## src/hdl/sc1a_pkg.sv

```systemverilog
package sc1a_pkg;

    // byte codes from the keyboard controller
    localparam logic [7:0] PREFIX_EXT0 = 8'hE0;
    localparam logic [7:0] PREFIX_EXT1 = 8'hE1;
    localparam logic [6:0] CODE_LSHIFT = 7'h2A;
    localparam logic [6:0] CODE_RSHIFT = 7'h36;
    localparam logic [6:0] CODE_CAPS   = 7'h3A;

    // key map size and letter range
    localparam int unsigned TAB_SIZE = 58;
    localparam logic [6:0] CHAR_LOW_A = 7'h61;
    localparam logic [6:0] CHAR_LOW_Z = 7'h7A;

    // us layout, unshifted
    localparam logic [6:0] PLAIN_TAB [0:TAB_SIZE-1] = '{
        7'h00, 7'h1B, 7'h31, 7'h32, 7'h33, 7'h34, 7'h35, 7'h36,
        7'h37, 7'h38, 7'h39, 7'h30, 7'h2D, 7'h3D, 7'h08, 7'h09,
        7'h71, 7'h77, 7'h65, 7'h72, 7'h74, 7'h79, 7'h75, 7'h69,
        7'h6F, 7'h70, 7'h5B, 7'h5D, 7'h0A, 7'h00, 7'h61, 7'h73,
        7'h64, 7'h66, 7'h67, 7'h68, 7'h6A, 7'h6B, 7'h6C, 7'h3B,
        7'h27, 7'h60, 7'h00, 7'h5C, 7'h7A, 7'h78, 7'h63, 7'h76,
        7'h62, 7'h6E, 7'h6D, 7'h2C, 7'h2E, 7'h2F, 7'h00, 7'h2A,
        7'h00, 7'h20
    };

    // us layout, shifted
    localparam logic [6:0] UPPER_TAB [0:TAB_SIZE-1] = '{
        7'h00, 7'h1B, 7'h21, 7'h40, 7'h23, 7'h24, 7'h25, 7'h5E,
        7'h26, 7'h2A, 7'h28, 7'h29, 7'h5F, 7'h2B, 7'h08, 7'h09,
        7'h51, 7'h57, 7'h45, 7'h52, 7'h54, 7'h59, 7'h55, 7'h49,
        7'h4F, 7'h50, 7'h7B, 7'h7D, 7'h0A, 7'h00, 7'h41, 7'h53,
        7'h44, 7'h46, 7'h47, 7'h48, 7'h4A, 7'h4B, 7'h4C, 7'h3A,
        7'h22, 7'h7E, 7'h00, 7'h7C, 7'h5A, 7'h58, 7'h43, 7'h56,
        7'h42, 7'h4E, 7'h4D, 7'h3C, 7'h3E, 7'h3F, 7'h00, 7'h2A,
        7'h00, 7'h20
    };

    // keyboard modifier and prefix state
    typedef struct packed {
        logic shift;
        logic caps;
        logic prefix;
    } t_kbd_state;

    // decoder result for one beat
    typedef struct packed {
        logic       emit;
        logic [6:0] ascii_char;
    } t_dec_result;

endpackage

```

## src/hdl/sc1a_if.sv

```systemverilog
// scan byte channel
interface sc1a_in_if;
    logic       valid;
    logic       ready;
    logic [7:0] scan_byte;
    logic       from_aux;

    modport source (output valid, output scan_byte, output from_aux, input ready);
    modport sink   (input valid, input scan_byte, input from_aux, output ready);
endinterface

// ascii character channel
interface sc1a_out_if;
    logic       valid;
    logic       ready;
    logic [6:0] ascii_char;

    modport source (output valid, output ascii_char, input ready);
    modport sink   (input valid, input ascii_char, output ready);
endinterface

```

## src/hdl/sc1a_decode.sv

```systemverilog
module sc1a_decode
    import sc1a_pkg::*;
(
    input  logic [7:0]  i_scan_byte,
    input  logic        i_from_aux,
    input  t_kbd_state  i_state,
    output t_kbd_state  o_state,
    output t_dec_result o_result
);

    logic       released;
    logic [6:0] code;
    logic       in_tab;
    logic [5:0] tab_idx;
    logic [6:0] lower;
    logic [6:0] upper;
    logic       is_letter;
    logic       use_upper;

    // split the byte and look up both tables
    assign released  = i_scan_byte[7];
    assign code      = i_scan_byte[6:0];
    assign in_tab    = (code < 7'(TAB_SIZE));
    assign tab_idx   = code[5:0];
    assign lower     = in_tab ? PLAIN_TAB[tab_idx] : 7'h00;
    assign upper     = in_tab ? UPPER_TAB[tab_idx] : 7'h00;
    assign is_letter = (lower >= CHAR_LOW_A) && (lower <= CHAR_LOW_Z);
    assign use_upper = is_letter ? (i_state.shift ^ i_state.caps) : i_state.shift;

    // state update and result selection
    always_comb begin
        o_state             = i_state;
        o_result.emit       = 1'b0;
        o_result.ascii_char = use_upper ? upper : lower;
        if (i_from_aux) begin
            o_state = i_state;
        end else if (i_scan_byte == PREFIX_EXT0 || i_scan_byte == PREFIX_EXT1) begin
            o_state.prefix = 1'b1;
        end else if (i_state.prefix) begin
            o_state.prefix = 1'b0;
        end else if (code == CODE_LSHIFT || code == CODE_RSHIFT) begin
            o_state.shift = ~released;
        end else if (!released && code == CODE_CAPS) begin
            o_state.caps = ~i_state.caps;
        end else if (!released && lower != 7'h00) begin
            o_result.emit = 1'b1;
        end
    end

endmodule

```

## src/hdl/scancode_set1_to_ascii.sv

```systemverilog
// Scan code set 1 to ASCII translator, US layout. Each input beat carries one
// byte from the keyboard controller and a flag for the mouse port; mouse bytes
// are dropped, 0xE0/0xE1 prefixes swallow the following byte, shift and caps
// lock are tracked, and each mapped key press gives one 7-bit ASCII beat.
// Releases, modifiers and unmapped keys give no output beat. A byte is taken
// into an input register, decoded and reflected in the output register, and
// one byte is accepted every cycle while the output is not held back; the
// output register lets a new byte in while a character waits.
module scancode_set1_to_ascii
    import sc1a_pkg::*;
(
    input  logic              i_clk,
    input  logic              i_rst_n,
    sc1a_in_if.sink           i_in,
    sc1a_out_if.source        o_out
);

    logic        r_in_valid;
    logic [7:0]  r_byte;
    logic        r_aux;
    t_kbd_state  r_state;
    t_kbd_state  n_state;
    logic        r_out_valid;
    logic [6:0]  r_out_char;
    logic        n_out_valid;
    logic        adv;
    t_kbd_state  dec_state;
    t_dec_result dec_result;

    // input stage moves on whenever the output register can take a beat
    assign adv        = r_in_valid && (!r_out_valid || o_out.ready);
    assign i_in.ready = !r_in_valid || adv;

    // input register
    always_ff @(posedge i_clk) begin
        if (!i_rst_n) begin
            r_in_valid <= 1'b0;
        end else if (i_in.ready) begin
            r_in_valid <= i_in.valid;
        end
        if (i_in.valid && i_in.ready) begin
            r_byte <= i_in.scan_byte;
            r_aux  <= i_in.from_aux;
        end
    end

    sc1a_decode u_decode (
        .i_scan_byte (r_byte),
        .i_from_aux  (r_aux),
        .i_state     (r_state),
        .o_state     (dec_state),
        .o_result    (dec_result)
    );

    // next state and output valid
    always_comb begin
        n_state     = adv ? dec_state : r_state;
        n_out_valid = r_out_valid && !o_out.ready;
        if (adv && dec_result.emit) begin
            n_out_valid = 1'b1;
        end
    end

    // keyboard state and output register
    always_ff @(posedge i_clk) begin
        if (!i_rst_n) begin
            r_state     <= '0;
            r_out_valid <= 1'b0;
        end else begin
            r_state     <= n_state;
            r_out_valid <= n_out_valid;
        end
        if (adv && dec_result.emit) begin
            r_out_char <= dec_result.ascii_char;
        end
    end

    assign o_out.valid      = r_out_valid;
    assign o_out.ascii_char = r_out_char;

    // mouse bytes leave the keyboard state alone
    a_aux_no_state: assert property (@(posedge i_clk) disable iff (!i_rst_n)
        adv && r_aux |=> r_state == $past(r_state))
        else $error("mouse byte changed keyboard state");

    // a prefix byte from the keyboard always arms the prefix flag
    a_prefix_arms: assert property (@(posedge i_clk) disable iff (!i_rst_n)
        adv && !r_aux && (r_byte == PREFIX_EXT0 || r_byte == PREFIX_EXT1)
        |=> r_state.prefix)
        else $error("prefix byte did not arm prefix flag");

    // a byte behind a prefix never produces a character
    a_prefix_swallow: assert property (@(posedge i_clk) disable iff (!i_rst_n)
        adv && !r_aux && r_state.prefix && r_byte != PREFIX_EXT0
        && r_byte != PREFIX_EXT1 |-> !dec_result.emit)
        else $error("byte after prefix produced output");

    // a delivered character is never zero
    a_char_nonzero: assert property (@(posedge i_clk) disable iff (!i_rst_n)
        r_out_valid |-> r_out_char != 7'h00)
        else $error("zero character on output");

    // a stalled input register keeps its byte
    a_in_hold: assert property (@(posedge i_clk) disable iff (!i_rst_n)
        r_in_valid && !adv |=> r_in_valid && $stable(r_byte) && $stable(r_aux))
        else $error("input register lost a stalled byte");

endmodule

```

## src/flat_wrapper.sv

```systemverilog
// flat-port wrapper written by rule: the top's interface ports become plain ports
module scancode_set1_to_ascii_flat import sc1a_pkg::*;
  (i_clk, i_rst_n, i_in_valid, i_in_scan_byte, i_in_from_aux, i_in_ready, o_out_valid, o_out_ascii_char, o_out_ready);
  sc1a_in_if i_in_i ();
  sc1a_out_if o_out_i ();
  input  logic i_clk;
  input  logic i_rst_n;
  input wire logic [$bits(i_in_i.valid)-1:0] i_in_valid;
  input wire logic [$bits(i_in_i.scan_byte)-1:0] i_in_scan_byte;
  input wire logic [$bits(i_in_i.from_aux)-1:0] i_in_from_aux;
  output wire logic [$bits(i_in_i.ready)-1:0] i_in_ready;
  output wire logic [$bits(o_out_i.valid)-1:0] o_out_valid;
  output wire logic [$bits(o_out_i.ascii_char)-1:0] o_out_ascii_char;
  input wire logic [$bits(o_out_i.ready)-1:0] o_out_ready;
  assign i_in_i.valid = i_in_valid;
  assign i_in_i.scan_byte = i_in_scan_byte;
  assign i_in_i.from_aux = i_in_from_aux;
  assign i_in_ready = i_in_i.ready;
  assign o_out_valid = o_out_i.valid;
  assign o_out_ascii_char = o_out_i.ascii_char;
  assign o_out_i.ready = o_out_ready;
  scancode_set1_to_ascii u_core (.i_clk(i_clk), .i_rst_n(i_rst_n), .i_in(i_in_i), .o_out(o_out_i));
endmodule
```

## config.mk

```make
export PLATFORM = sky130hd
export DESIGN_NAME = scancode_set1_to_ascii_flat
export DESIGN_NICKNAME = d
export VERILOG_FILES = /design/src/hdl/sc1a_pkg.sv /design/src/hdl/sc1a_if.sv /design/src/hdl/sc1a_decode.sv /design/src/hdl/scancode_set1_to_ascii.sv /design/src/flat_wrapper.sv
export SDC_FILE = /design/constraint.sdc
export NUM_CORES = 1
export LEC_CHECK = 0
export ABC_AREA = 0
export ABC_CLOCK_PERIOD_IN_PS = 3700
export BUFFER_PORTS_ARGS = -buffer_cell sky130_fd_sc_hd__buf_2
export CAP_MARGIN = 20
export CORE_UTILIZATION = 40
export DETAILED_ROUTE_END_ITERATION = 8
export PLACE_DENSITY_LB_ADDON = 0.15
export REMOVE_ABC_BUFFERS = 1
export SLEW_MARGIN = 20
export SYNTH_ARGS = -nofsm -noshare
export SYNTH_HDL_FRONTEND = slang
export SYNTH_SLANG_ARGS = --single-unit
```

## constraint.sdc

```tcl
create_clock -name i_clk -period 3.7 [get_ports i_clk]
set_input_delay 0.74 -clock i_clk [delete_from_list [all_inputs] [get_ports i_clk]]
set_output_delay 0.74 -clock i_clk [all_outputs]
set_load 0.05 [all_outputs]
```

==> impl_results.rst, run 1 <==
.. list-table::
   :header-rows: 1

   * - Metric
     - Value
   * - Number of distinct library cells after synthesis
     - 61
   * - Most common cell after layout, fill and taps aside
     - sky130_fd_sc_hd__nor2_1
   * - Detailed Place HPWL
     - 4690 um
   * - Leak pwr
     - 0.970 nW
   * - Sink Count
     - 21
   * - Final hold vios
     - 0
   * - Sum of negative setup slack
     - 0 ps
   * - Remaining Overflow, GRT
     - 0
   * - Remaining max-slew budget at the tightest pin
     - 28.1%
   * - TritonCTS clock tree
     - yes
   * - Leading post-synthesis cells by cell area
     - sky130_fd_sc_hd__edfxtp_1, sky130_fd_sc_hd__ha_1, sky130_fd_sc_hd__nor2_1
   * - Synthesized netlist cell count
     - 262
   * - Synth Register Bits
     - 21
   * - Max-slew violation count
     - 0
   * - Overall power after layout
     - 0.627 mW
   * - Post-CTS setup-driven buffer insertion count
     - 0
   * - Cell type contributing the most total cell area after synthesis
     - sky130_fd_sc_hd__edfxtp_1
   * - Number of antenna violations at the first check in global routing
     - 0
   * - Post-CTS Hold Fix Bufs
     - 0
   * - Clk_lat worst skew
     - 250 ps
   * - Horizontal die dimension
     - 76.1 um
   * - Count of routing violations after the opening detailed-route iteration
     - 308
   * - Primary FF master, synth
     - sky130_fd_sc_hd__edfxtp_1
   * - Layout overhead on the synthesized area
     - 13.7%
   * - Peak clock frequency supported by timing
     - 294 MHz
   * - Critical path start-end classification
     - flop to flop
   * - Starting utilization of the core area
     - 42.2%
   * - Total vias in the final route
     - 2122
   * - Final worst path period need
     - 3400 ps
   * - DRT Pass-1 Iters
     - 4
   * - Final Routed Wirelength
     - 6030 um
   * - Number of diodes added for antenna fixing
     - 0
   * - Die area
     - 5790 um^2
   * - Number of warnings printed during yosys synthesis
     - 0
   * - Proportion of synthesized flip-flops having asynchronous set or reset
     - 0%
   * - PostCTS Resize Cnt
     - 0
   * - Maximum ir drop on the vdd rail
     - 225 uV
   * - Worst Max-Slew Pin Slew
     - 1070 ps
   * - Crit path capture type
     - flop
   * - Final-report setup violation count
     - 0
   * - Sequential fraction of the synthesis area
     - 26.5%
   * - Setup repair after global routing missed its margin
     - false
   * - Min-delay worst type
     - flop to flop
   * - Number of DRC violations after detailed routing
     - 0
   * - DR vias/cell
     - 6.01
   * - Core Area
     - 5200 um^2
   * - Number of input and output port buffers inserted
     - 21
   * - Max-cap viol count
     - 0
   * - Endpoint arrival time on the critical path
     - 3280 ps
   * - Filler instances
     - 514
   * - Highest-count cells in the layout ignoring fill and taps
     - sky130_fd_sc_hd__nor2_1, sky130_fd_sc_hd__buf_2, sky130_fd_sc_hd__nand2_1
   * - Final setup skew
     - 3.41 ps
   * - Crit path launch
     - u_core.r_byte[0]
   * - Clock tree buffer depth
     - 2
   * - Overall Global Routing Usage
     - 21.4%
   * - Total CTS buffers
     - 3
   * - Startpoint of the worst-slack reg-to-reg timing path
     - u_core.r_byte[0]
   * - Ports
     - 22
   * - Ratio of cells with drive above 1 in the final layout
     - 18.7%
   * - Combined area of all synthesized cells
     - 2190 um^2
   * - Global-route wire length before repair
     - 10000 um
   * - Minimum hold slack
     - 516 ps
   * - Routed length per placed instance
     - 17.1 um
   * - Maximum number of pins on one net before global-route repair
     - 28
   * - EDFF count, synth
     - 16
   * - Final weighted congestion in routability-driven placement
     - 0.944
   * - Avg Cell Area, Syn
     - 8.38 um^2
   * - Post-route antenna net violation count
     - 0
   * - Worst R2R Setup Slack
     - 300 ps
   * - Top fanout value on the critical path
     - 8
   * - P per Cell Area
     - 251 nW/um^2
   * - Status
     - finished clean
   * - Clock input transition at the sequential cells of the worst setup and hold paths
     - 70 ps
   * - Share of the clock period used by the worst path after layout
     - 91.9%
   * - H-tree depth
     - 1
   * - Launch point of the worst hold path
     - u_core.r_byte[7]
   * - Required arrival time at the worst endpoint
     - 3580 ps
   * - Critical Path Start Type
     - flop
   * - CTS Root Cell
     - sky130_fd_sc_hd__clkbuf_8
   * - Die height
     - 76.1 um
   * - Via count of the first global-routing pass
     - 2006
   * - Fraction of post-synthesis cell area in the top cell type by area
     - 21.9%
   * - Nets
     - 311
   * - Rows
     - 26
-- cell families (layout without fill, tap and decap cells) --
family          Yosys count  after routing  synth area share [%]
buf+inv                  31             52                  6.39
simple gates             96             96                  22.7
flops                    21             21                  26.5
compound gates           82             82                  26.9
mux                      13             13                  6.78
fa+ha+maj                14             14                  7.98
xor+xnor                  5              5                  2.85
-- state kept, by name (all words and copies together) (netlist names) --
name                     cells
u_core.r_in_valid            1
u_core.o_out.valid           1
u_core.o_out.ascii_char      7
u_core.r_byte                8
u_core.r_aux                 1
u_core.r_state               3
-- final cells by class --
class / count / area [um^2] / share of cell area, %
multi-input combinational: 210 / 1470 / 59.0
sequential: 21 / 581 / 23.3
timing repair buffer: 38 / 270 / 10.8
tap: 70 / 87.6 / 3.51
clock buffer: 3 / 41.3 / 1.65
inverter: 10 / 37.5 / 1.50
clock inverter: 1 / 5.00 / 0.201
-- synthesized netlist by cell type (4+ instances only) --
| master | n |
|---|---|
| sky130_fd_sc_hd__a211oi_1 | 10 |
| sky130_fd_sc_hd__a21oi_1 | 11 |
| sky130_fd_sc_hd__a31oi_1 | 9 |
| sky130_fd_sc_hd__buf_2 | 13 |
| sky130_fd_sc_hd__clkbuf_1 | 4 |
| sky130_fd_sc_hd__dfxtp_1 | 5 |
| sky130_fd_sc_hd__edfxtp_1 | 16 |
| sky130_fd_sc_hd__ha_1 | 14 |
| sky130_fd_sc_hd__inv_1 | 8 |
| sky130_fd_sc_hd__mux2i_1 | 10 |
| sky130_fd_sc_hd__nand2_1 | 17 |
| sky130_fd_sc_hd__nand2b_1 | 6 |
| sky130_fd_sc_hd__nand3_1 | 7 |
| sky130_fd_sc_hd__nor2_1 | 29 |
| sky130_fd_sc_hd__nor2b_1 | 11 |
| sky130_fd_sc_hd__nor3_1 | 9 |
| sky130_fd_sc_hd__o21ai_0 | 16 |
-- metal layers --
layer  up-vias  GRT usage (%)  wire, um
li1       1030              -         -
met1       975           30.5      2720
met2        99           32.8      2710
met3        18           3.23       428
met4         0           7.88       173
met5         -              0         0
-- where the power goes --
group / total [mW] / switching (mW) / internal, mW
combinational: 0.208 / 0.125 / 0.0828
sequential: 0.275 / 0.0112 / 0.264
clock: 0.144 / 0.0696 / 0.0748
total: 0.627 / 0.206 / 0.421
-- worst paths after layout --
kind / to / cells past startpoint
setup / recovery: u_core.o_out.ascii_char[2] / 9
hold / removal: u_core.r_state[2] / 1
setup reg to reg: u_core.o_out.ascii_char[2] / 9
hold reg to reg: u_core.r_state[2] / 1
-- metrics by stage --
step,utilization (%),std cells,instance area (um^2),setup WS [ps]
after floorplan,-,241,2090,50.7
after global placement,47.1,349,2450,415
after detailed placement,47.1,349,2450,293
after CTS,48.0,353,2500,290
after global routing,48.0,353,2500,19.2
final,48.0,353,2500,301
-- worst max-delay path: stages (launching register included) --
cell and delay, ps:
sky130_fd_sc_hd__edfxtp_1 390, sky130_fd_sc_hd__inv_1 120, sky130_fd_sc_hd__ha_1 360, sky130_fd_sc_hd__nor3b_1 90, sky130_fd_sc_hd__o31a_1 330, sky130_fd_sc_hd__a2111oi_4 410, sky130_fd_sc_hd__o21ai_0 180, sky130_fd_sc_hd__nand4_1 180
sky130_fd_sc_hd__nor3_1 70, sky130_fd_sc_hd__nor3_1 880
Note: power is estimated with default switching activity, not from simulation.
==> run 2, diff against run 1 <==
--- a/config.mk
+++ b/config.mk
@@ -6,7 +6,7 @@
 export NUM_CORES = 1
 export LEC_CHECK = 0
 export ABC_AREA = 0
-export ABC_CLOCK_PERIOD_IN_PS = 3700
+export ABC_CLOCK_PERIOD_IN_PS = 3100
 export BUFFER_PORTS_ARGS = -buffer_cell sky130_fd_sc_hd__buf_2
 export CAP_MARGIN = 20
 export CORE_UTILIZATION = 40
==> constraint.sdc (replaced) <==
create_clock -name i_clk -period 3.1 [get_ports i_clk]
set_input_delay 0.62 -clock i_clk [delete_from_list [all_inputs] [get_ports i_clk]]
set_output_delay 0.62 -clock i_clk [all_outputs]
set_load 0.05 [all_outputs]
==> run 2 against run 1 <==
Net effect:
- register-to-register slack got worse by 150 ps
- critical path depth rose by 2
- clock skew is essentially flat
- critical path type unchanged
- flip-flop and latch count is the same
- clock-buffer cell count unchanged
- setup slack got worse by 150 ps
- clock power grew 28%
==> impl_results.rst, run 2 (synthesized netlist as in run 1, its figures left out) <==
.. list-table::
   :header-rows: 1

   * - Metric
     - Value
   * - Global-route wire length before repair
     - 10400 um
   * - Max-slew violation count
     - 0
   * - Max-cap viol count
     - 0
   * - Maximum ir drop on the vdd rail
     - 215 uV
   * - Total CTS buffers
     - 3
   * - Horizontal die dimension
     - 76.1 um
   * - Final Routed Wirelength
     - 6320 um
   * - Critical Path Start Type
     - flop
   * - Number of flip-flops in the largest register
     - 8
   * - Ratio of cells with drive above 1 in the final layout
     - 30.8%
   * - Crit path launch
     - u_core.r_byte[3]
   * - Overall power after layout
     - 0.802 mW
   * - Final hold vios
     - 0
   * - Number of antenna violations at the first check in global routing
     - 0
   * - Number of input and output port buffers inserted
     - 21
   * - Capture point of the worst path
     - u_core.o_out.ascii_char[5]
   * - Final-report setup violation count
     - 0
   * - Peak clock frequency supported by timing
     - 340 MHz
   * - Min-delay worst type
     - input pin to flop
   * - DRT Pass-1 Iters
     - 5
   * - Routed length per placed instance
     - 16.2 um
   * - CTS Root Cell
     - sky130_fd_sc_hd__clkbuf_8
   * - DR vias/cell
     - 5.81
   * - Crit path capture type
     - flop
   * - Most common cell after layout, fill and taps aside
     - sky130_fd_sc_hd__buf_4
   * - Startpoint of the worst-slack reg-to-reg timing path
     - u_core.r_byte[3]
   * - Maximum number of pins on one net before global-route repair
     - 32
   * - Layout overhead on the synthesized area
     - 27.5%
   * - Via count of the first global-routing pass
     - 2130
   * - Number of diodes added for antenna fixing
     - 0
   * - Share of the clock period used by the worst path after layout
     - 95.0%
   * - Die area
     - 5790 um^2
   * - Leak pwr
     - 1.15 nW
   * - Starting utilization of the core area
     - 42.2%
   * - Final weighted congestion in routability-driven placement
     - 0.981
   * - Number of cells on the worst hold path
     - 1
   * - Status
     - finished clean
   * - Core Area
     - 5200 um^2
   * - Required arrival time at the worst endpoint
     - 3120 ps
   * - Top register by number of flip-flops
     - u_core.r_byte
   * - Sum of negative setup slack
     - 0 ps
   * - Number of DRC violations after detailed routing
     - 0
   * - Path depth of the worst reg2reg path
     - 11
   * - Rows
     - 26
   * - Endpoint arrival time on the critical path
     - 2970 ps
   * - Worst R2R Setup Slack
     - 160 ps
   * - Remaining Overflow, GRT
     - 0
   * - Total vias in the final route
     - 2273
   * - Remaining max-slew budget at the tightest pin
     - 57.8%
   * - Clock input transition at the sequential cells of the worst setup and hold paths
     - 80 ps
   * - Top fanout value on the critical path
     - 24
   * - Count of routing violations after the opening detailed-route iteration
     - 243
   * - Detailed Place HPWL
     - 4930 um
   * - Worst Max-Slew Pin Slew
     - 629 ps
   * - Clock tree buffer depth
     - 2
   * - Highest-count cells in the layout ignoring fill and taps
     - sky130_fd_sc_hd__buf_4, sky130_fd_sc_hd__nor2_1, sky130_fd_sc_hd__buf_2
   * - Final setup skew
     - 3.49 ps
   * - Reg2reg end
     - u_core.o_out.ascii_char[5]
   * - Nets
     - 349
   * - TritonCTS clock tree
     - yes
   * - Post-route antenna net violation count
     - 0
   * - P per Cell Area
     - 286 nW/um^2
   * - Ports
     - 22
   * - Number of placed instances, taps included
     - 387
   * - Post-CTS setup-driven buffer insertion count
     - 0
   * - Overall Global Routing Usage
     - 22.9%
   * - Setup repair after global routing missed its margin
     - false
   * - Final worst path period need
     - 2940 ps
   * - Final cell count without fillers
     - 391
   * - Clk_lat worst skew
     - 270 ps
   * - H-tree depth
     - 1
   * - Die height
     - 76.1 um
   * - Critical path start-end classification
     - flop to flop
   * - Sink Count
     - 21
[run 2: critical path: stages, from the launching register on]
cell                        delay [ps]
sky130_fd_sc_hd__edfxtp_1          420
sky130_fd_sc_hd__buf_12            180
sky130_fd_sc_hd__buf_4             170
sky130_fd_sc_hd__nand2b_1          170
sky130_fd_sc_hd__a211oi_1          490
sky130_fd_sc_hd__a2111oi_4          80
sky130_fd_sc_hd__o21ai_0           280
sky130_fd_sc_hd__nand4_1           150
sky130_fd_sc_hd__buf_4             170
sky130_fd_sc_hd__nand4_4            90
sky130_fd_sc_hd__xor2_4            170
sky130_fd_sc_hd__mux2_4            310
[run 2: area by class of cell]
cell class	count	area, um^2
Sequential cell	21	581
Inverter	10	37.5
Clock inverter	1	7.51
Multi-Input combinational cell	210	1500
Clock buffer	3	41.3
Fill cell	509	2410
Timing Repair Buffer	76	547
Tap cell	70	87.6
[run 2: repair_timing]
action | CTS | global route
hold buffers | 0 | 0
gates cloned | 0 | 0
setup endpoints to repair | 7 | 7
gates resized for setup | 1 | 10
pin swaps | 0 | 2
[run 2: worst min path at each step]
stage,startpoint,endpoint,slack [ps]
floorplan,u_core.r_byte[7],u_core.r_state[2],460
global placement,u_core.r_in_valid,u_core.r_in_valid,490
detailed placement,u_core.r_in_valid,u_core.r_in_valid,520
CTS,i_in_scan_byte[6],u_core.r_byte[6],520
global route,i_in_from_aux,u_core.r_aux,510
finish,i_in_scan_byte[7],u_core.r_byte[7],520
[run 2: metrics by stage]
step / worst slack, ps / hold slack, ps / area, um^2 / util, %
2_1_floorplan: -549 / 463 / 2090 / -
3_3_place_gp: 42.9 / 487 / 2720 / 52.3
3_5_place_dp: -63.8 / 516 / 2720 / 52.3
4_1_cts: 94.3 / 516 / 2780 / 53.3
5_1_grt: 7.01 / 508 / 2800 / 53.8
6_report: 156 / 522 / 2800 / 53.8
[run 2: power breakdown]
part | internal (mW) | switching (mW)
Sequential | 0.315 | 0.0106
Combinational | 0.131 | 0.161
Clock | 0.0910 | 0.0936
Total | 0.536 | 0.266
[run 2: routing by layer]
metal / GRT usage (%) / vias to the layer above / part of all wire, %
met4: 10.6 / 0 / 4.0
met5: 0 / - / 0
met1: 31.4 / 1042 / 45
met3: 4.19 / 24 / 7.8
met2: 35.0 / 106 / 43
li1: - / 1101 / -
